### config.mk
export PLATFORM = sky130hd
export DESIGN_NAME = pixel_upscale_three_halves_flat
export DESIGN_NICKNAME = d
export VERILOG_FILES = /design/src/sv/pus_pkg.sv /design/src/sv/pus_in_if.sv /design/src/sv/pus_out_if.sv /design/src/sv/pus_front.sv /design/src/sv/pus_fifo.sv /design/src/sv/pus_back.sv /design/src/sv/pixel_upscale_three_halves.sv /design/src/flat_wrapper.sv
export SDC_FILE = /design/constraint.sdc
export NUM_CORES = 1
export LEC_CHECK = 0
export BUFFER_PORTS_ARGS = -buffer_cell sky130_fd_sc_hd__buf_2
export CAP_MARGIN = 20
export CORE_MARGIN = 2
export CORE_UTILIZATION = 35
export CTS_BUF_LIST = sky130_fd_sc_hd__clkbuf_8
export CTS_CLUSTER_DIAMETER = 200
export DETAILED_ROUTE_END_ITERATION = 10
export PLACE_DENSITY = 0.57
export SLEW_MARGIN = 20
export SYNTH_ARGS = -nofsm -noshare
export SYNTH_HDL_FRONTEND = slang
export SYNTH_SLANG_ARGS = --single-unit
### constraint.sdc
create_clock -name clk -period 6.58 [get_ports clk]
set_input_delay 0.658 -clock clk [delete_from_list [all_inputs] [get_ports clk]]
set_output_delay 0.658 -clock clk [all_outputs]
set_load 0.03 [all_outputs]
### src/sv/pus_pkg.sv
`default_nettype none
package pus_pkg;

	localparam int SRC_BYTES_PER_ROW = 40;
	localparam int SRC_ROWS          = 144;

	localparam int COL_W  = $clog2(SRC_BYTES_PER_ROW + 1);
	localparam int ROW_W  = $clog2(SRC_ROWS);
	localparam int DROW_W = 8;
	localparam int DCOL_W = 7;

	localparam int QDEPTH = 2;
	localparam int QPTR_W = (QDEPTH > 1) ? $clog2(QDEPTH) : 1;
	localparam int QCNT_W = $clog2(QDEPTH + 1);

	localparam int CFG_IDX_W  = 2;
	localparam int CFG_DATA_W = 4;

	typedef enum logic [CFG_IDX_W-1:0] {
		REG_SHADE0 = 2'd0,
		REG_SHADE1 = 2'd1,
		REG_SHADE2 = 2'd2,
		REG_SHADE3 = 2'd3
	} cfg_reg_t;

	localparam logic [3:0] SHADE0_RST = 4'd15;
	localparam logic [3:0] SHADE1_RST = 4'd10;
	localparam logic [3:0] SHADE2_RST = 4'd5;
	localparam logic [3:0] SHADE3_RST = 4'd0;

	// One classified source word: three packed output bytes plus placement
	typedef struct packed {
		logic [7:0]        b0;
		logic [7:0]        b1;
		logic [7:0]        b2;
		logic [DROW_W-1:0] row;
		logic [DCOL_W-1:0] col;
		logic              dbl;
	} item_t;

	// Queue head as seen by the back end
	typedef struct packed {
		logic  valid;
		item_t item;
	} head_t;

endpackage
`default_nettype wire

### src/sv/pus_in_if.sv
`default_nettype none
interface pus_in_if;
	logic       valid;
	logic       ready;
	logic [7:0] pixel_byte;

	modport source (output valid, output pixel_byte, input ready);
	modport sink (input valid, input pixel_byte, output ready);
endinterface
`default_nettype wire

### src/sv/pus_out_if.sv
`default_nettype none
interface pus_out_if;
	logic       valid;
	logic       ready;
	logic [7:0] out_byte;
	logic [7:0] out_row;
	logic [6:0] out_col;
	logic       last;

	modport source (output valid, output out_byte, output out_row, output out_col,
		output last, input ready);
	modport sink (input valid, input out_byte, input out_row, input out_col,
		input last, output ready);
endinterface
`default_nettype wire

### src/sv/pus_front.sv
`default_nettype none
module pus_front (
	input  wire logic                           clk,
	input  wire logic                           arst_n,
	pus_in_if.sink                              in_ch,
	input  wire logic                           cfg_we,
	input  wire logic [pus_pkg::CFG_IDX_W-1:0]  cfg_idx,
	input  wire logic [pus_pkg::CFG_DATA_W-1:0] cfg_wdata,
	input  wire logic                           full,
	output logic                                push,
	output pus_pkg::item_t                      item
);
	import pus_pkg::*;

	logic [3:0]        shade0_q, shade1_q, shade2_q, shade3_q;
	logic [COL_W-1:0]  col_q;
	logic [ROW_W-1:0]  row_q;
	logic [DROW_W-1:0] drow_q;
	logic [DCOL_W-1:0] dcol_q;
	logic [3:0]        c0, c1, c2, c3;
	logic              col_wrap, row_wrap;

	function automatic logic [3:0] map_shade(input logic [1:0] s, input logic [3:0] p0,
		input logic [3:0] p1, input logic [3:0] p2, input logic [3:0] p3);
		logic [3:0] r;
		case (s)
			2'd0: r = p0;
			2'd1: r = p1;
			2'd2: r = p2;
			default: r = p3;
		endcase
		return r;
	endfunction

	assign in_ch.ready = ~full;
	assign push        = in_ch.valid & ~full;

	assign c0 = map_shade(in_ch.pixel_byte[7:6], shade0_q, shade1_q, shade2_q, shade3_q);
	assign c1 = map_shade(in_ch.pixel_byte[5:4], shade0_q, shade1_q, shade2_q, shade3_q);
	assign c2 = map_shade(in_ch.pixel_byte[3:2], shade0_q, shade1_q, shade2_q, shade3_q);
	assign c3 = map_shade(in_ch.pixel_byte[1:0], shade0_q, shade1_q, shade2_q, shade3_q);

	always_comb begin
		item.b0  = {c0, c0};
		item.b1  = {c1, c2};
		item.b2  = {c2, c3};
		item.row = drow_q;
		item.col = dcol_q;
		item.dbl = ~row_q[0];
	end

	assign col_wrap = (col_q == COL_W'(SRC_BYTES_PER_ROW - 1));
	assign row_wrap = (row_q == ROW_W'(SRC_ROWS - 1));

	always_ff @(posedge clk or negedge arst_n) begin
		if (!arst_n) begin
			shade0_q <= SHADE0_RST;
			shade1_q <= SHADE1_RST;
			shade2_q <= SHADE2_RST;
			shade3_q <= SHADE3_RST;
		end else if (cfg_we) begin
			case (cfg_reg_t'(cfg_idx))
				REG_SHADE0: shade0_q <= cfg_wdata;
				REG_SHADE1: shade1_q <= cfg_wdata;
				REG_SHADE2: shade2_q <= cfg_wdata;
				REG_SHADE3: shade3_q <= cfg_wdata;
				default: ;
			endcase
		end
	end

	// Destination row/column track ceil(3*r/2) and 3*c incrementally
	always_ff @(posedge clk or negedge arst_n) begin
		if (!arst_n) begin
			col_q  <= '0;
			row_q  <= '0;
			drow_q <= '0;
			dcol_q <= '0;
		end else if (push) begin
			if (col_wrap) begin
				col_q  <= '0;
				dcol_q <= '0;
				if (row_wrap) begin
					row_q  <= '0;
					drow_q <= '0;
				end else begin
					row_q  <= row_q + ROW_W'(1);
					drow_q <= drow_q + (row_q[0] ? DROW_W'(1) : DROW_W'(2));
				end
			end else begin
				col_q  <= col_q + COL_W'(1);
				dcol_q <= dcol_q + DCOL_W'(3);
			end
		end
	end

`ifndef SYNTHESIS
	a_col_origin: assert property (@(posedge clk) disable iff (!arst_n)
		col_q == '0 |-> dcol_q == '0)
		else $error("dest column out of step with source column");
	a_row_origin: assert property (@(posedge clk) disable iff (!arst_n)
		row_q == '0 |-> drow_q == '0)
		else $error("dest row out of step with source row");
	a_col_range: assert property (@(posedge clk) disable iff (!arst_n)
		col_q <= COL_W'(SRC_BYTES_PER_ROW - 1))
		else $error("source column past row end");
`endif
endmodule
`default_nettype wire

### src/sv/pus_fifo.sv
`default_nettype none
module pus_fifo (
	input  wire logic           clk,
	input  wire logic           arst_n,
	input  wire logic           push,
	input  wire pus_pkg::item_t wr_item,
	input  wire logic           pop,
	output logic                full,
	output pus_pkg::head_t      head
);
	import pus_pkg::*;

	item_t             mem_q [QDEPTH];
	logic [QPTR_W-1:0] wr_ptr_q, rd_ptr_q;
	logic [QCNT_W-1:0] cnt_q;

	assign full       = (cnt_q == QCNT_W'(QDEPTH));
	assign head.valid = (cnt_q != '0);
	assign head.item  = mem_q[rd_ptr_q];

	always_ff @(posedge clk) begin
		if (push) begin
			mem_q[wr_ptr_q] <= wr_item;
		end
	end

	always_ff @(posedge clk or negedge arst_n) begin
		if (!arst_n) begin
			wr_ptr_q <= '0;
			rd_ptr_q <= '0;
			cnt_q    <= '0;
		end else begin
			if (push) begin
				wr_ptr_q <= (wr_ptr_q == QPTR_W'(QDEPTH - 1)) ? '0 : wr_ptr_q + QPTR_W'(1);
			end
			if (pop) begin
				rd_ptr_q <= (rd_ptr_q == QPTR_W'(QDEPTH - 1)) ? '0 : rd_ptr_q + QPTR_W'(1);
			end
			if (push && !pop) begin
				cnt_q <= cnt_q + QCNT_W'(1);
			end else if (pop && !push) begin
				cnt_q <= cnt_q - QCNT_W'(1);
			end
		end
	end
endmodule
`default_nettype wire

### src/sv/pus_back.sv
`default_nettype none
module pus_back (
	input  wire logic           clk,
	input  wire logic           arst_n,
	input  wire pus_pkg::head_t head,
	output logic                pop,
	pus_out_if.source           out_ch
);
	import pus_pkg::*;

	logic [1:0]        j_q;
	logic              rep_q;
	logic              ovalid_q;
	logic [7:0]        obyte_q;
	logic [DROW_W-1:0] orow_q;
	logic [DCOL_W-1:0] ocol_q;
	logic              olast_q;
	logic              load, is_last;
	logic [7:0]        sel_byte;

	assign load    = head.valid & (~ovalid_q | out_ch.ready);
	assign is_last = (j_q == 2'd2) & (rep_q | ~head.item.dbl);
	assign pop     = load & is_last;

	always_comb begin
		case (j_q)
			2'd0: sel_byte = head.item.b0;
			2'd1: sel_byte = head.item.b1;
			default: sel_byte = head.item.b2;
		endcase
	end

	always_ff @(posedge clk or negedge arst_n) begin
		if (!arst_n) begin
			j_q      <= '0;
			rep_q    <= 1'b0;
			ovalid_q <= 1'b0;
		end else if (load) begin
			ovalid_q <= 1'b1;
			if (is_last) begin
				j_q   <= '0;
				rep_q <= 1'b0;
			end else if (j_q == 2'd2) begin
				j_q   <= '0;
				rep_q <= 1'b1;
			end else begin
				j_q <= j_q + 2'd1;
			end
		end else if (out_ch.ready) begin
			ovalid_q <= 1'b0;
		end
	end

	always_ff @(posedge clk) begin
		if (load) begin
			obyte_q <= sel_byte;
			orow_q  <= head.item.row + DROW_W'(rep_q);
			ocol_q  <= head.item.col + DCOL_W'(j_q);
			olast_q <= is_last;
		end
	end

	assign out_ch.valid    = ovalid_q;
	assign out_ch.out_byte = obyte_q;
	assign out_ch.out_row  = orow_q;
	assign out_ch.out_col  = ocol_q;
	assign out_ch.last     = olast_q;

`ifndef SYNTHESIS
	a_j_range: assert property (@(posedge clk) disable iff (!arst_n)
		j_q != 2'd3)
		else $error("byte index out of range");
	a_rep_dbl: assert property (@(posedge clk) disable iff (!arst_n)
		rep_q |-> head.valid && head.item.dbl)
		else $error("second row pass on an undoubled or missing item");
	a_mid_item: assert property (@(posedge clk) disable iff (!arst_n)
		(j_q != 2'd0 || rep_q) |-> head.valid)
		else $error("item left the queue before its last word");
`endif
endmodule
`default_nettype wire

### src/sv/pixel_upscale_three_halves.sv
// An accepted word is written into the queue, and its bytes then pass through the output register.
// Throughput: the back-end sequencer issues one output word per cycle while the output is not stalled;
//   each input word yields six output words on even source rows and three on odd rows.
// A 2-entry queue lets the front accept while the back is busy or stalled.
// Reset: counters, queue and output valid clear; palette returns to 15/10/5/0.
`default_nettype none
module pixel_upscale_three_halves (
	input  wire logic                           clk,
	input  wire logic                           arst_n,
	pus_in_if.sink                              in_ch,
	pus_out_if.source                           out_ch,
	input  wire logic                           cfg_we,
	input  wire logic [pus_pkg::CFG_IDX_W-1:0]  cfg_idx,
	input  wire logic [pus_pkg::CFG_DATA_W-1:0] cfg_wdata
);
	import pus_pkg::*;

	logic  push, pop, full;
	item_t push_item;
	head_t head;

	// Front: palette lookup, byte packing and destination placement
	pus_front u_front (
		.clk       (clk),
		.arst_n    (arst_n),
		.in_ch     (in_ch),
		.cfg_we    (cfg_we),
		.cfg_idx   (cfg_idx),
		.cfg_wdata (cfg_wdata),
		.full      (full),
		.push      (push),
		.item      (push_item)
	);

	// Queue: decouple acceptance from emission
	pus_fifo u_fifo (
		.clk     (clk),
		.arst_n  (arst_n),
		.push    (push),
		.wr_item (push_item),
		.pop     (pop),
		.full    (full),
		.head    (head)
	);

	// Back: walk three bytes, twice on doubled rows, into the output register
	pus_back u_back (
		.clk    (clk),
		.arst_n (arst_n),
		.head   (head),
		.pop    (pop),
		.out_ch (out_ch)
	);
endmodule
`default_nettype wire
### src/flat_wrapper.sv
// flat-port wrapper written by rule: the top's interface ports become plain ports
module pixel_upscale_three_halves_flat import pus_pkg::*;
  (clk, arst_n, cfg_we, cfg_idx, cfg_wdata, in_ch_valid, in_ch_pixel_byte, in_ch_ready, out_ch_valid, out_ch_out_byte, out_ch_out_row, out_ch_out_col, out_ch_last, out_ch_ready);
  pus_in_if in_ch_i ();
  pus_out_if out_ch_i ();
  input  wire logic clk;
  input  wire logic arst_n;
  input  wire logic cfg_we;
  input  wire logic [pus_pkg::CFG_IDX_W-1:0] cfg_idx;
  input  wire logic [pus_pkg::CFG_DATA_W-1:0] cfg_wdata;
  input wire logic [$bits(in_ch_i.valid)-1:0] in_ch_valid;
  input wire logic [$bits(in_ch_i.pixel_byte)-1:0] in_ch_pixel_byte;
  output wire logic [$bits(in_ch_i.ready)-1:0] in_ch_ready;
  output wire logic [$bits(out_ch_i.valid)-1:0] out_ch_valid;
  output wire logic [$bits(out_ch_i.out_byte)-1:0] out_ch_out_byte;
  output wire logic [$bits(out_ch_i.out_row)-1:0] out_ch_out_row;
  output wire logic [$bits(out_ch_i.out_col)-1:0] out_ch_out_col;
  output wire logic [$bits(out_ch_i.last)-1:0] out_ch_last;
  input wire logic [$bits(out_ch_i.ready)-1:0] out_ch_ready;
  assign in_ch_i.valid = in_ch_valid;
  assign in_ch_i.pixel_byte = in_ch_pixel_byte;
  assign in_ch_ready = in_ch_i.ready;
  assign out_ch_valid = out_ch_i.valid;
  assign out_ch_out_byte = out_ch_i.out_byte;
  assign out_ch_out_row = out_ch_i.out_row;
  assign out_ch_out_col = out_ch_i.out_col;
  assign out_ch_last = out_ch_i.last;
  assign out_ch_i.ready = out_ch_ready;
  pixel_upscale_three_halves u_core (.clk(clk), .arst_n(arst_n), .in_ch(in_ch_i), .out_ch(out_ch_i), .cfg_we(cfg_we), .cfg_idx(cfg_idx), .cfg_wdata(cfg_wdata));
endmodule
After elaboration in Yosys (flattened, before gate mapping). Memory sizes are Yosys's and may differ from the RTL's. Index checks and enable logic that the tools add are counted.

Flip-flop bits (word level): 77. Bits in latches: 0. Bits in writable memories: 80. Bits in read-only memories: 0. Bits of input ports: 19. Output and inout port bits: 26. Logic and storage cells: 98. Memories kept: 1.

Memories: u_core.u_fifo.mem_q (depth 2, width 40, rd ports 1, clocked after memory_dff 0, write ports 1, line pus_fifo.sv:13) `item_t mem_q [QDEPTH];`.

Add/sub/neg operators: 11. Multiply operators: 0. Div/mod/pow operators: 0. Order comparisons: 0. Equality and inequality tests: 16. Shifts and indexed selects: 0. Muxes and demuxes: 22. Bitwise logic cells: 10. Reductions and logical operators: 20.

Operator list (count): one-hot mux 4 bit (3 select lines) (4); equality test 2 bit (second input constant) (8); 2-to-1 mux 8 bit (2); one-hot mux 8 bit (2 select lines) (1); equality test 2 x 1 -> 1 bit (second input constant) (6); zero test 2 bit (6); AND reduction 2 bit (6); 2-to-1 mux 2 bit (5); adder 8 x 1 -> 8 bit (1); adder 8 x 1 -> 8 bit (second input constant) (1); adder 8 x 2 -> 8 bit (1); equality test 8 bit (second input constant) (1); 2-to-1 mux 1 bit (8); nonzero test 2 bit (4); adder 7 x 2 -> 7 bit (1); adder 7 x 2 -> 7 bit (second input constant) (1); 2-to-1 mux 7 bit (1); adder 6 x 1 -> 6 bit (second input constant) (1); equality test 6 bit (second input constant) (1); 2-to-1 mux 6 bit (1); adder 2 x 1 -> 2 bit (second input constant) (2); AND 1 bit (4); NOT 1 bit (4); adder 1 bit (second input constant) (2); other kinds (4) (7).

Logic depth before layout (Yosys ltp). Gate-level depths: netlist of run 1. An unclocked memory read counts as a cell.

Word-level depth: 8. Gate-level depth with buffers: 10.

By module. From an unflattened synthesis of run 1, not the netlist that was laid out.

Cell total of the unflattened synthesis: 455. Area total of the unflattened synthesis: 7176.9 um^2.

By module, submodules not included: pus_fifo (instances 1, cells each 141, area an instance 3279.4 um^2, seq. area each 2502.4 um^2); pus_front (instances 1, cells each 211, area an instance 2542.4 um^2, seq. area each 1136.1 um^2); pus_back (instances 1, cells each 103, area an instance 1355.0 um^2, seq. area each 820.8 um^2).

Worst setup path after synthesis of run 1. No wires, ideal clock.

Path type: input port to flip-flop. From: input port out_ch_ready. To: register u_core.u_fifo.cnt_q[1]. Data arrival time: 3.042 ns. Data required time: 6.501 ns. Path slack: 3.459 ns. Stages on the path: 7. Buffers on the path: 0. Path through: inv_1 -> a21oi_1 -> nand2_1 -> ha_1 -> xor2_1 -> nor2_1 -> xor2_1.

Cells in the longest elaborated chain, start to end: 6. Elaborated cells between the ends (all ways): 8. Those cells by class: mux: 1; bitwise: 3; reduce/logical: 4.

Ends and longest elaborated chain: start: declaration (line flat_wrapper.sv:19) `input wire logic [$bits(out_ch_i.ready)-1:0] out_ch_ready;`; OR 1 bit * (line pus_back.sv:21) `assign load = head.valid & (~ovalid_q | out_ch.ready);`; AND 1 bit * (line pus_back.sv:21); via u_core.u_back.load (line pus_back.sv:18) `logic load, is_last;`; AND 1 bit * (line pus_back.sv:23) `assign pop = load & is_last;`; zero test 1 bit (line pus_fifo.sv:39) `if (push && !pop) begin`; logical AND 1 bit (line pus_fifo.sv:39); 2-to-1 mux 2 bit / nonzero test 2 bit (equally long branches); end signal: assignment (line pus_fifo.sv:40) `cnt_q <= cnt_q + QCNT_W'(1);`; end signal: assignment (line pus_fifo.sv:42) `cnt_q <= cnt_q - QCNT_W'(1);`; end: declaration (line pus_fifo.sv:15) `logic [QCNT_W-1:0] cnt_q;`.

The timed path passes the listed nets; every way through them passes the cells marked *. A chain may end at the register's enable or synchronous reset.

Worst setup path after layout of run 1.
From: register u_core.u_fifo.rd_ptr_q. To: register u_core.u_back.ocol_q[6] (netlist: u_core.u_back.out_ch.out_col[6]), data pin.

Cells in the longest elaborated chain, start to end: 2.

Ends and longest elaborated chain: start: declaration (line pus_fifo.sv:14) `logic [QPTR_W-1:0] wr_ptr_q, rd_ptr_q;`; start signal: assignment (line pus_fifo.sv:37) `rd_ptr_q <= (rd_ptr_q == QPTR_W'(QDEPTH - 1)) ? '0 : rd_ptr_q + QPTR_W'(1);`; memory (2 x 40 bit); adder 7 x 2 -> 7 bit (line pus_back.sv:58) `ocol_q <= head.item.col + DCOL_W'(j_q);`; end signal: assignment (line pus_back.sv:58); end: declaration (line pus_back.sv:16) `logic [DCOL_W-1:0] ocol_q;`.

Every way passes these cells.

==> out/qor.txt, run 1 <==
Vias per cell: 4.945
WL per Instance: 15.38 microns
Clk root buf: clkbuf_8
H-tree Lvls: 4
Skew-Pair Late Insertion Delay: 0.42 ns
Hold Buf Count CTS: 0
DRT iter0 DRCs: 167
Die footprint: 18960 sq um
Setup-failing EPs final: 0
Unrepaired setup endpoints after global routing: false
# port buffers: 44
Clock skew: 0.01410 ns
Nets@finish: 514
Yosys warns: 0
Worst EP required: 6.74 ns
Filler instances: 1588
Commonest non-fill, non-tap cell in the layout: edfxtp_1
Worst hold path class: in2async
P&R area growth vs syn: 14.90%
Synth Flop Type: edfxtp_1
Chip width: 137.7 microns
Post-Syn Instances: 427
CTS buffer count: 17
Worst-Margin Slew: 1.048 ns
Worst r2r src: u_core.u_fifo.rd_ptr_q
Most frequent cells in the layout: edfxtp_1 (88), buf_2 (44), dfrtp_1 (44)
Hpwl dp: 7577 microns
Max Cap Viol: 0
CP arrival: 2.92 ns
Share of the yosys chip area belonging to registers: 0.6360
Total GRT Usage: 0.1271
Synthesized area: 6256 sq um
Final Total Pwr: 3.259 mW
Largest net degree at the start of global routing: 54
Syn_nets: 458
DR pass1 iterations: 4
Gr ovfl total: 0
Worst rel slew slack: 0.3011
Synthesis-stage register bit count: 141
Syn_area_per_cell: 14.65 sq um
CTS Buffer Depth: 2
Postcts setup bufs: 0
First-pass GRT wire length: 18290 microns
Setup WS pre-CTS: 3.815 ns
CTS tree: done
Inserted Diodes: 0
Core Rows: 48
Post-synth EDFFs: 88
Asr flop ratio synth: 0.3759
Cts repair resizes: 0
Drt drc: 0
Peak VDD IR: 0.1613 mV
RePlAce Congestion: 0.7191
Hold Slack: 0.3435 ns
# IOs: 45
Via Count: 3565
Crit Path Category: reg2reg
Hold Fails Final Rpt: 0
Antenna violations before repair: 0
CP Capture Type: flip-flop
Reg2Reg Setup Slack: 3.82 ns
Die height: 137.7 microns
FMAX: 0.3620 GHz
Synth cell types: 44
Reg2Reg Capture Point: u_core.u_back.out_ch.out_col[6]
Worst Reg-to-Reg Cells: 7
Final period utilization: 0.4198
Antenna viol nets, final: 0
PwrDens: 453.4 nW/um^2
Core area: 17360 sq um
Status: complete, no violations
Setup_tns: 0 ns
CP Launch Type: flip-flop
Crit path max fanout: 48
Starting density of the core: 0.3604
Post-route setup slack: 3.818 ns
Final min period: 2.762 ns
Clock tree sinks: 141
Drt total wl: 11090 microns
Share of cells above drive strength 1: 0.2762
Vias in the first global route: 3594
Max-slew violations: 0
Clock transition at path regs: 0.08 ns
P_leak: 2.742 nW
==> worst max-delay path, stage by stage, from the launching register on <==
cell	delay, ns
dfrtp_2	1.04
mux2_2	0.32
ha_1	0.16
inv_1	0.06
fa_1	0.42
a21oi_1	0.22
nand2_1	0.09
xor2_1	0.16
==> cells in the mapped netlist (all sizes together) (2+ instances only) <==
| master | instances | area share |
|---|---|---|
| inv | 16 | 0.0096 |
| a32o | 3 | 0.0048 |
| fa | 2 | 0.0064 |
| o21ai | 16 | 0.013 |
| nand2 | 32 | 0.019 |
| o31ai | 4 | 0.0048 |
| xor2 | 11 | 0.015 |
| a221o | 6 | 0.0096 |
| mux4 | 18 | 0.065 |
| or4 | 6 | 0.0072 |
| a22o | 2 | 0.0028 |
| nand3b | 5 | 0.0060 |
| ha | 10 | 0.020 |
| dfrtp | 45 | 0.18 |
| xnor2 | 14 | 0.020 |
| nor2 | 18 | 0.011 |
| edfxtp | 88 | 0.42 |
| nor4 | 3 | 0.0030 |
| a21oi | 17 | 0.014 |
| or3 | 5 | 0.0050 |
| dfstp | 8 | 0.034 |
| nor3 | 7 | 0.0056 |
| mux2i | 16 | 0.026 |
| buf | 3 | 0.0024 |
| mux2 | 29 | 0.052 |
| nand2b | 2 | 0.0020 |
| and3 | 5 | 0.0050 |
| nor2b | 5 | 0.0050 |
| nand4 | 4 | 0.0040 |
| clkbuf | 8 | 0.0048 |
| nand3 | 7 | 0.0056 |
==> kinds of logic after synthesis <==
group,after synthesis,share of synthesized area
AOI/OAI and AO/OA,55,0.05720
DFF,141,0.6360
and+or+nand+nor,104,0.08600
adders and majority gates,12,0.02640
buffers and inverters,27,0.01680
muxes,63,0.1426
xor gates and xnor gates,25,0.03500
==> registers in the layout, indices dropped and copies added (netlist names) <==
register                       flops
u_core.u_front.shade2_q            4
u_core.u_back.out_ch.valid         1
u_core.u_back.out_ch.out_col       7
u_core.u_front.col_q               6
u_core.u_front.drow_q              8
u_core.u_front.shade0_q            4
u_core.u_front.row_q               8
u_core.u_back.j_q                  2
u_core.u_front.dcol_q              7
u_core.u_fifo.mem_q               64
u_core.u_fifo.wr_ptr_q             1
u_core.u_back.out_ch.last          1
u_core.u_back.out_ch.out_byte      8
u_core.u_fifo.cnt_q                2
u_core.u_back.rep_q                1
u_core.u_back.out_ch.out_row       8
u_core.u_front.shade3_q            4
u_core.u_front.shade1_q            4
u_core.u_fifo.rd_ptr_q             1
==> metal layers <==
layer / GRT usage / routed length (microns) / part of all wire / up-vias
li1: - / - / - / 1753
met1: 0.1699 / 5340 / 0.48 / 1756
met2: 0.1976 / 5274 / 0.48 / 54
met3: 0.03458 / 406 / 0.037 / 2
met4: 0.04989 / 65 / 0.0059 / 0
met5: 0 / 0 / 0 / -
==> power breakdown <==
group | switching [mW] | total, mW | internal [mW]
combinational | 0.559 | 0.959 | 0.400
clock | 0.309 | 0.739 | 0.429
sequential | 0.236 | 1.56 | 1.33
total | 1.10 | 3.26 | 2.15
==> through the flow <==
stage | cells | cell area, sq um | utilization
final | 721 | 7188 | 0.4141
after CTS | 721 | 7188 | 0.4141
after floorplan | 427 | 6256 | -
after global placement | 689 | 6758 | 0.3893
after detailed placement | 689 | 6758 | 0.3893
after global routing | 721 | 7188 | 0.4141
==> area by class of cell <==
class | instances | area [sq um] | share of cell area
clock inverters | 13 | 168.9 | 0.02350
well taps | 225 | 281.5 | 0.03916
clock buffers | 19 | 261.5 | 0.03638
multi-input cells | 259 | 2186 | 0.3041
flip-flops and latches | 141 | 3980 | 0.5537
repair buffers | 48 | 250.2 | 0.03481
inverters | 16 | 60.06 | 0.008355
==> worst max-delay path by stage <==
stage,from,endpoint,slack [ns],depth (start not counted)
6_report,u_core.u_fifo.rd_ptr_q,u_core.u_back.out_ch.out_col[6],3.82,7
5_1_grt,u_core.u_fifo.rd_ptr_q,u_core.u_back.out_ch.out_col[6],3.60,7
4_1_cts,u_core.u_fifo.rd_ptr_q,u_core.u_back.out_ch.out_col[6],3.80,7
3_5_place_dp,u_core.u_fifo.rd_ptr_q,u_core.u_back.out_ch.out_col[6],3.81,7
3_3_place_gp,u_core.u_fifo.rd_ptr_q,u_core.u_back.out_ch.out_col[6],3.84,7
2_1_floorplan,out_ch_ready,u_core.u_fifo.cnt_q[1],3.46,7
(Power assumes the default switching activity.)
==> run 2, diff against run 1 <==
Clock period 6.58 ns to 2.9 ns, I/O delays scaled along.
==> run 2 against run 1 <==
Compared with the run above: highest routed layer unchanged; clock-buffer cell count did not move; critical path type unchanged; sequential power rose by 120%; first-iteration DRC count rose by 36%; power rose by 130%; clock power rose by 140%; flip-flop and latch count did not move; cell count rose by 0.69%.
==> out/qor.txt, run 2 (synthesis results as in run 1) <==
Max FFs per register: 64 (unchanged)
CP Launch Type: flip-flop
Inserted Diodes: 0 (unchanged)
Skew-Pair Late Insertion Delay: 0.44 ns (+0.02 ns)
Core area: 17360 sq um (unchanged)
Antenna violations before repair: 0 (unchanged)
Hold Fails Final Rpt: 0 (unchanged)
Worst EP required: 3.25 ns (-3.49 ns)
Worst-Margin Slew: 0.8066 ns (-0.2417 ns)
Die height: 137.7 microns (unchanged)
# IOs: 45 (unchanged)
Post-route setup slack: 0.5541 ns (-3.264 ns)
Largest net degree at the start of global routing: 38 (-30%)
Worst rel slew slack: 0.4582 (+0.1570)
Commonest non-fill, non-tap cell in the layout: edfxtp_1
H-tree Lvls: 4 (unchanged)
Worst hold path class: in2reg
PwrDens: 1038 nW/um^2 (+130%)
Cts repair resizes: 0 (unchanged)
First-pass GRT wire length: 18450 microns (+0.87%)
Setup WS pre-CTS: 0.5905 ns (-3.224 ns)
RePlAce Congestion: 0.7958 (+11%)
CTS buffer count: 17 (unchanged)
Crit Path Category: reg2reg
Starting density of the core: 0.3604 (unchanged)
Clock tree sinks: 141 (unchanged)
Peak VDD IR: 0.3812 mV (+140%)
Max Cap Viol: 0 (unchanged)
DRT iter0 DRCs: 227 (+36%)
Core Rows: 48 (unchanged)
Via Count: 3582 (+0.48%)
Vias in the first global route: 3634 (+1.1%)
Final period utilization: 0.8089 (+0.3892)
Reg2Reg Capture Point: u_core.u_fifo.cnt_q[1]
Max-slew violations: 0 (unchanged)
Worst Reg-to-Reg Cells: 8 (+1)
Post-route insts no fill: 726 (+0.69%)
DR pass1 iterations: 4 (unchanged)
Hold Buf Count CTS: 1 (+1)
Crit path max fanout: 12 (-75%)
CP arrival: 2.70 ns (-0.22 ns)
Top reg by flops: u_core.u_fifo.mem_q
Gr ovfl total: 0 (unchanged)
Clock transition at path regs: 0.07 ns (about the same)
Hold depth: 2
Nets@finish: 519 (+0.97%)
Hpwl dp: 7822 microns (+3.2%)
Status: complete, no violations
Clk root buf: clkbuf_8
FMAX: 0.4263 GHz (+18%)
WL per Instance: 15.44 microns (+0.42%)
Drt drc: 0 (unchanged)
Die footprint: 18960 sq um (unchanged)
Unrepaired setup endpoints after global routing: false
Postcts setup bufs: 0 (unchanged)
Worst r2r src: u_core.u_fifo.cnt_q[0]
# port buffers: 44 (unchanged)
Vias per cell: 4.934 (-0.22%)
Chip width: 137.7 microns (unchanged)
Most frequent cells in the layout: edfxtp_1 (88), buf_2 (44), dfrtp_1 (44)
Clock skew: 0.01661 ns (+0.002506 ns)
P_leak: 2.779 nW (+1.3%)
CTS tree: done
Share of cells above drive strength 1: 0.2814 (+0.005227)
Hold Path Sink: u_core.u_back.out_ch.valid
Final min period: 2.346 ns (-0.4162 ns)
Placed Cells: 693 (+0.58%)
HP Start: out_ch_ready
Antenna viol nets, final: 0 (unchanged)
Setup_tns: 0 ns (unchanged)
Hold Slack: 0.05080 ns (-0.2927 ns)
CTS Buffer Depth: 2 (unchanged)
Setup-failing EPs final: 0 (unchanged)
Final Total Pwr: 7.530 mW (+130%)
Total GRT Usage: 0.1285 (+0.001364)
Reg2Reg Setup Slack: 0.55 ns (-3.26 ns)
Drt total wl: 11210 microns (+1.1%)
CP Capture Type: flip-flop
P&R area growth vs syn: 15.98%
run 2: cell types whose count changed in the layout (fill, tap and decap cells not counted):
cell,change
buf_4,+4
clkinv_4,+2
clkinvlp_4,-1
dlygate4sd3_1,+1
bufinv_16,+1
inv_4,-2
run 2: critical path, stage by stage (launching register included):
cell and delay [ns]:
dfrtp_1 0.43, nor2b_1 0.39, inv_1 0.18, nand2_1 0.36, inv_1 0.24, ha_1 0.25, xor2_1 0.15, nor2_1 0.11
xor2_1 0.16
run 2: stage by stage:
stage,instance area (sq um),utilization
after floorplan,6262,-
after global placement,6788,0.3911
after detailed placement,6788,0.3911
after CTS,7256,0.4180
after global routing,7256,0.4180
final,7256,0.4180
run 2: area by class of cell:
| class | count | area, sq um |
|---|---|---|
| clock buffer | 19 | 261.5 |
| clock inverter | 13 | 196.4 |
| sequential | 141 | 3980 |
| fill | 1551 | 10100 |
| inverter | 16 | 60.06 |
| timing repair buffer | 53 | 290.3 |
| tap | 225 | 281.5 |
| multi-input combinational | 259 | 2186 |
run 2: per-layer routing:
layer  global-route usage  part of all wire  up-vias
li1                     -                 -     1756
met1               0.1661              0.47     1742
met2               0.2065              0.47       73
met3              0.04157             0.049       11
met4              0.03968             0.014        0
met5                    0                 0        -
run 2: power by group:
| group | internal [mW] | total (mW) | leakage [nW] | switching (mW) |
|---|---|---|---|---|
| Combinational | 0.934 | 2.35 | 1.06 | 1.42 |
| Sequential | 3.01 | 3.40 | 1.47 | 0.394 |
| Clock | 1.06 | 1.78 | 0.242 | 0.715 |
| Total | 5.01 | 7.53 | 2.78 | 2.52 |
run 2: how the worst max path moves through the flow:
stage,cells past startpoint,end,startpoint
after floorplan,10,u_core.u_back.out_ch.out_col[6],u_core.u_fifo.rd_ptr_q
after global placement,8,u_core.u_fifo.cnt_q[1],u_core.u_fifo.cnt_q[0]
after detailed placement,8,u_core.u_fifo.cnt_q[1],u_core.u_fifo.cnt_q[0]
after CTS,8,u_core.u_fifo.cnt_q[1],u_core.u_fifo.cnt_q[0]
after global routing,8,u_core.u_fifo.cnt_q[1],u_core.u_fifo.cnt_q[0]
final,8,u_core.u_fifo.cnt_q[1],u_core.u_fifo.cnt_q[0]
==> run 3, diff against run 2 <==
Settings changed: ABC_AREA set to 1.
Clock period 2.9 ns to 2.2 ns, I/O delays scaled along.
==> run 3 against run 2 <==
Compared with the run above: global-route usage rose by 0.64 points; critical path type unchanged; routed wire length rose by 13%; worst setup slack got worse by 0.26 ns; largest cell class unchanged; cell count rose by 36%; utilization fell by 1.3 points; clock skew fell by 0.0052 ns.
==> out/qor.txt, run 3 <==
Status: complete, no violations
CTS Buffer Depth: 2 (unchanged)
Core Rows: 50 (+4.2%)
Die footprint: 20100 sq um (+6.0%)
Setup-failing EPs final: 0 (unchanged)
Share of cells above drive strength 1: 0.1609 (-0.1205)
# IOs: 45 (unchanged)
Inserted Diodes: 0 (unchanged)
Yosys top cell area share: 0.3978 (-0.02458)
P&R area growth vs syn: 13.56%
Crit path cell chain: inv_2, buf_4, nand2_1, nand3_1, nand3_1, inv_2, nand2_2, ha_1, a21oi_1, o21ai_0, xnor2_1
Share of the yosys chip area belonging to registers: 0.5990 (-0.03702)
Max Cap Viol: 0 (unchanged)
Final period utilization: 0.8676 (+0.05865)
Synth Flop Type: edfxtp_1
WL per Instance: 12.84 microns (-17%)
CP Capture Type: flip-flop
Post-synth EDFFs: 88 (unchanged)
Post-synth top area cell: edfxtp_1
Synthesis-stage register bit count: 141 (unchanged)
Cells taking the most area after synthesis: edfxtp_1 (40%), dfrtp_1 (17%), nand2_1 (10%), inv_1 (3.9%), nand3_1 (3.8%)
Clock skew: 0.01142 ns (-0.005185 ns)
Clk root buf: clkbuf_8
CTS buffer count: 17 (unchanged)
Crit Path Category: reg2reg
Largest net degree at the start of global routing: 54 (+42%)
Placed cell area: 7129 sq um (+5.0%)
Asr flop ratio synth: 0.3759 (unchanged)
PwrDens: 1291 nW/um^2 (+24%)
Unrepaired setup endpoints after global routing: false
Worst-Margin Slew: 0.6925 ns (-0.1140 ns)
Peak VDD IR: 0.3950 mV (+3.6%)
Die height: 141.8 microns (+3.0%)
Max FFs per register: 64 (unchanged)
Syn_area_per_cell: 9.754 sq um (-33%)
CP Launch Type: flip-flop
# port buffers: 44 (unchanged)
Drt drc: 0 (unchanged)
Reg2Reg Setup Slack: 0.29 ns (-0.26 ns)
Hpwl dp: 8892 microns (+14%)
Vias in the first global route: 4328 (+19%)
Synthesized area: 6643 sq um (+6.2%)
Worst hold path class: in2reg
DR pass1 iterations: 5 (+1)
P_leak: 3.203 nW (+15%)
Crit path max fanout: 18 (+6)
Max-slew violations: 0 (unchanged)
Post-Syn Instances: 681 (+59%)
RePlAce Congestion: 0.8587 (+7.9%)
Post-synth top cells: nand2_1 (180), edfxtp_1 (88), inv_1 (69)
Syn_nets: 712 (+55%)
Synth cell types: 39 (-11%)
FMAX: 0.5239 GHz (+23%)
Antenna viol nets, final: 0 (unchanged)
Clock tree sinks: 141 (unchanged)
CTS tree: done
Starting density of the core: 0.3563 (-0.004130)
Chip width: 141.8 microns (+3.0%)
Yosys warns: 0 (unchanged)
Max incr delay on CP: 0.41 ns (-0.02 ns)
Most frequent cells in the layout: nand2_1 (180), edfxtp_1 (88), inv_1 (72)
Via Count: 4674 (+30%)
Antenna violations before repair: 0 (unchanged)
Vias per cell: 4.740 (-3.9%)
Drt total wl: 12660 microns (+13%)
Worst rel slew slack: 0.5383 (+0.08017)
Most frequent cell after synthesis: nand2_1
Core area: 18640 sq um (+7.4%)
Slowest CP cell: dfrtp_1
Clock transition at path regs: 0.08 ns (about the same)
H-tree Lvls: 4 (unchanged)
Final min period: 1.909 ns (-0.4372 ns)
Gr ovfl total: 0 (unchanged)
Commonest non-fill, non-tap cell in the layout: nand2_1
Top reg by flops: u_core.u_fifo.mem_q
Nets@finish: 770 (+48%)
DRT iter0 DRCs: 258 (+14%)
CP arrival: 2.23 ns (-0.47 ns)
Hold Fails Final Rpt: 0 (unchanged)
Skew-Pair Late Insertion Delay: 0.45 ns (about the same)
Filler instances: 1856 (+20%)
Total GRT Usage: 0.1349 (+0.006364)
Sequential cell area: 3979 sq um (about the same)
Postcts setup bufs: 0 (unchanged)
Post-layout instance area: 7543 sq um (+4.0%)
Setup_tns: 0 ns (unchanged)
Worst EP required: 2.52 ns (-0.73 ns)
Multi-input gate area: 2270 sq um (+3.8%)
First-pass GRT wire length: 21370 microns (+16%)
==> run 3: cell type report <==
class                      count  share of cell area
timing repair buffer          57             0.04246
multi-input combinational    448              0.3009
clock buffer                  18             0.03284
inverter                      74             0.03682
sequential                   141              0.5275
clock inverter                14             0.02073
tap                          234             0.03881
==> run 3: worst paths after layout <==
| kind | cells after the start | endpoint | from |
|---|---|---|---|
| worst max-delay path | 11 | u_core.u_fifo.cnt_q[1] | u_core.u_fifo.rd_ptr_q |
| worst min-delay path | 3 | u_core.u_front.shade0_q[1] | cfg_wdata[1] |
| worst max register to register | 11 | u_core.u_fifo.cnt_q[1] | u_core.u_fifo.rd_ptr_q |
| worst min register to register | 2 | u_core.u_front.shade3_q[1] | u_core.u_front.shade3_q[1] |
| max in group asynchronous | 3 | u_core.u_front.col_q[4] | arst_n |
| min in group asynchronous | 3 | u_core.u_front.shade2_q[1] | arst_n |
==> run 3: power by group <==
part           internal [mW]  switching [mW]  total (mW)
combinational           1.03            2.23        3.26
clock                   1.13           0.965        2.10
sequential              3.92           0.461        4.38
total                   6.08            3.65        9.74
==> run 3: timing repair <==
action	4_1_cts	5_1_grt
gates resized for setup	0	0
hold buffers	1	0
endpoints found under the hold margin	45	0
==> run 3: cell families (layout without fill, tap and decap cells) <==
group                    after synthesis  after routing  share of synthesized area
AO/OA/AOI/OAI                        100            100                    0.08947
AND/OR/NAND/NOR                      323            323                     0.2095
flip-flops                           141            141                     0.5990
buffers and inverters                 92            163                    0.06009
XOR/XNOR                              13             13                    0.01714
adder cells (fa/ha/maj)               12             12                    0.02486
==> run 3: stage by stage <==
stage	hold WS, ns	total power, mW	cells	setup slack (ns)	utilization
after floorplan	-0.07559	6.832	681	0.01717	-
after global placement	0.3979	7.674	953	0.3379	0.3824
after detailed placement	0.3977	7.732	953	0.2945	0.3824
after CTS	0.02682	9.859	986	0.2751	0.4046
after global routing	0.05252	10.46	986	0.1009	0.4046
final	0.04829	9.736	986	0.2913	0.4046
==> run 3: critical path: cells and delay by family (launching register included) <==
family	cells	cell delay [ns]
buf+inv	3	0.38
simple gates	4	0.30
flops	1	0.41
xor+xnor	1	0.13
compound gates	2	0.23
fa+ha+maj	1	0.32
==> run 3: layer usage <==
metal / up-vias / share of wire / global-route usage
li1: 2414 / - / -
met1: 2157 / 0.50 / 0.1860
met2: 87 / 0.45 / 0.2072
met3: 16 / 0.034 / 0.03139
met4: 0 / 0.014 / 0.05263
met5: - / 0 / 0
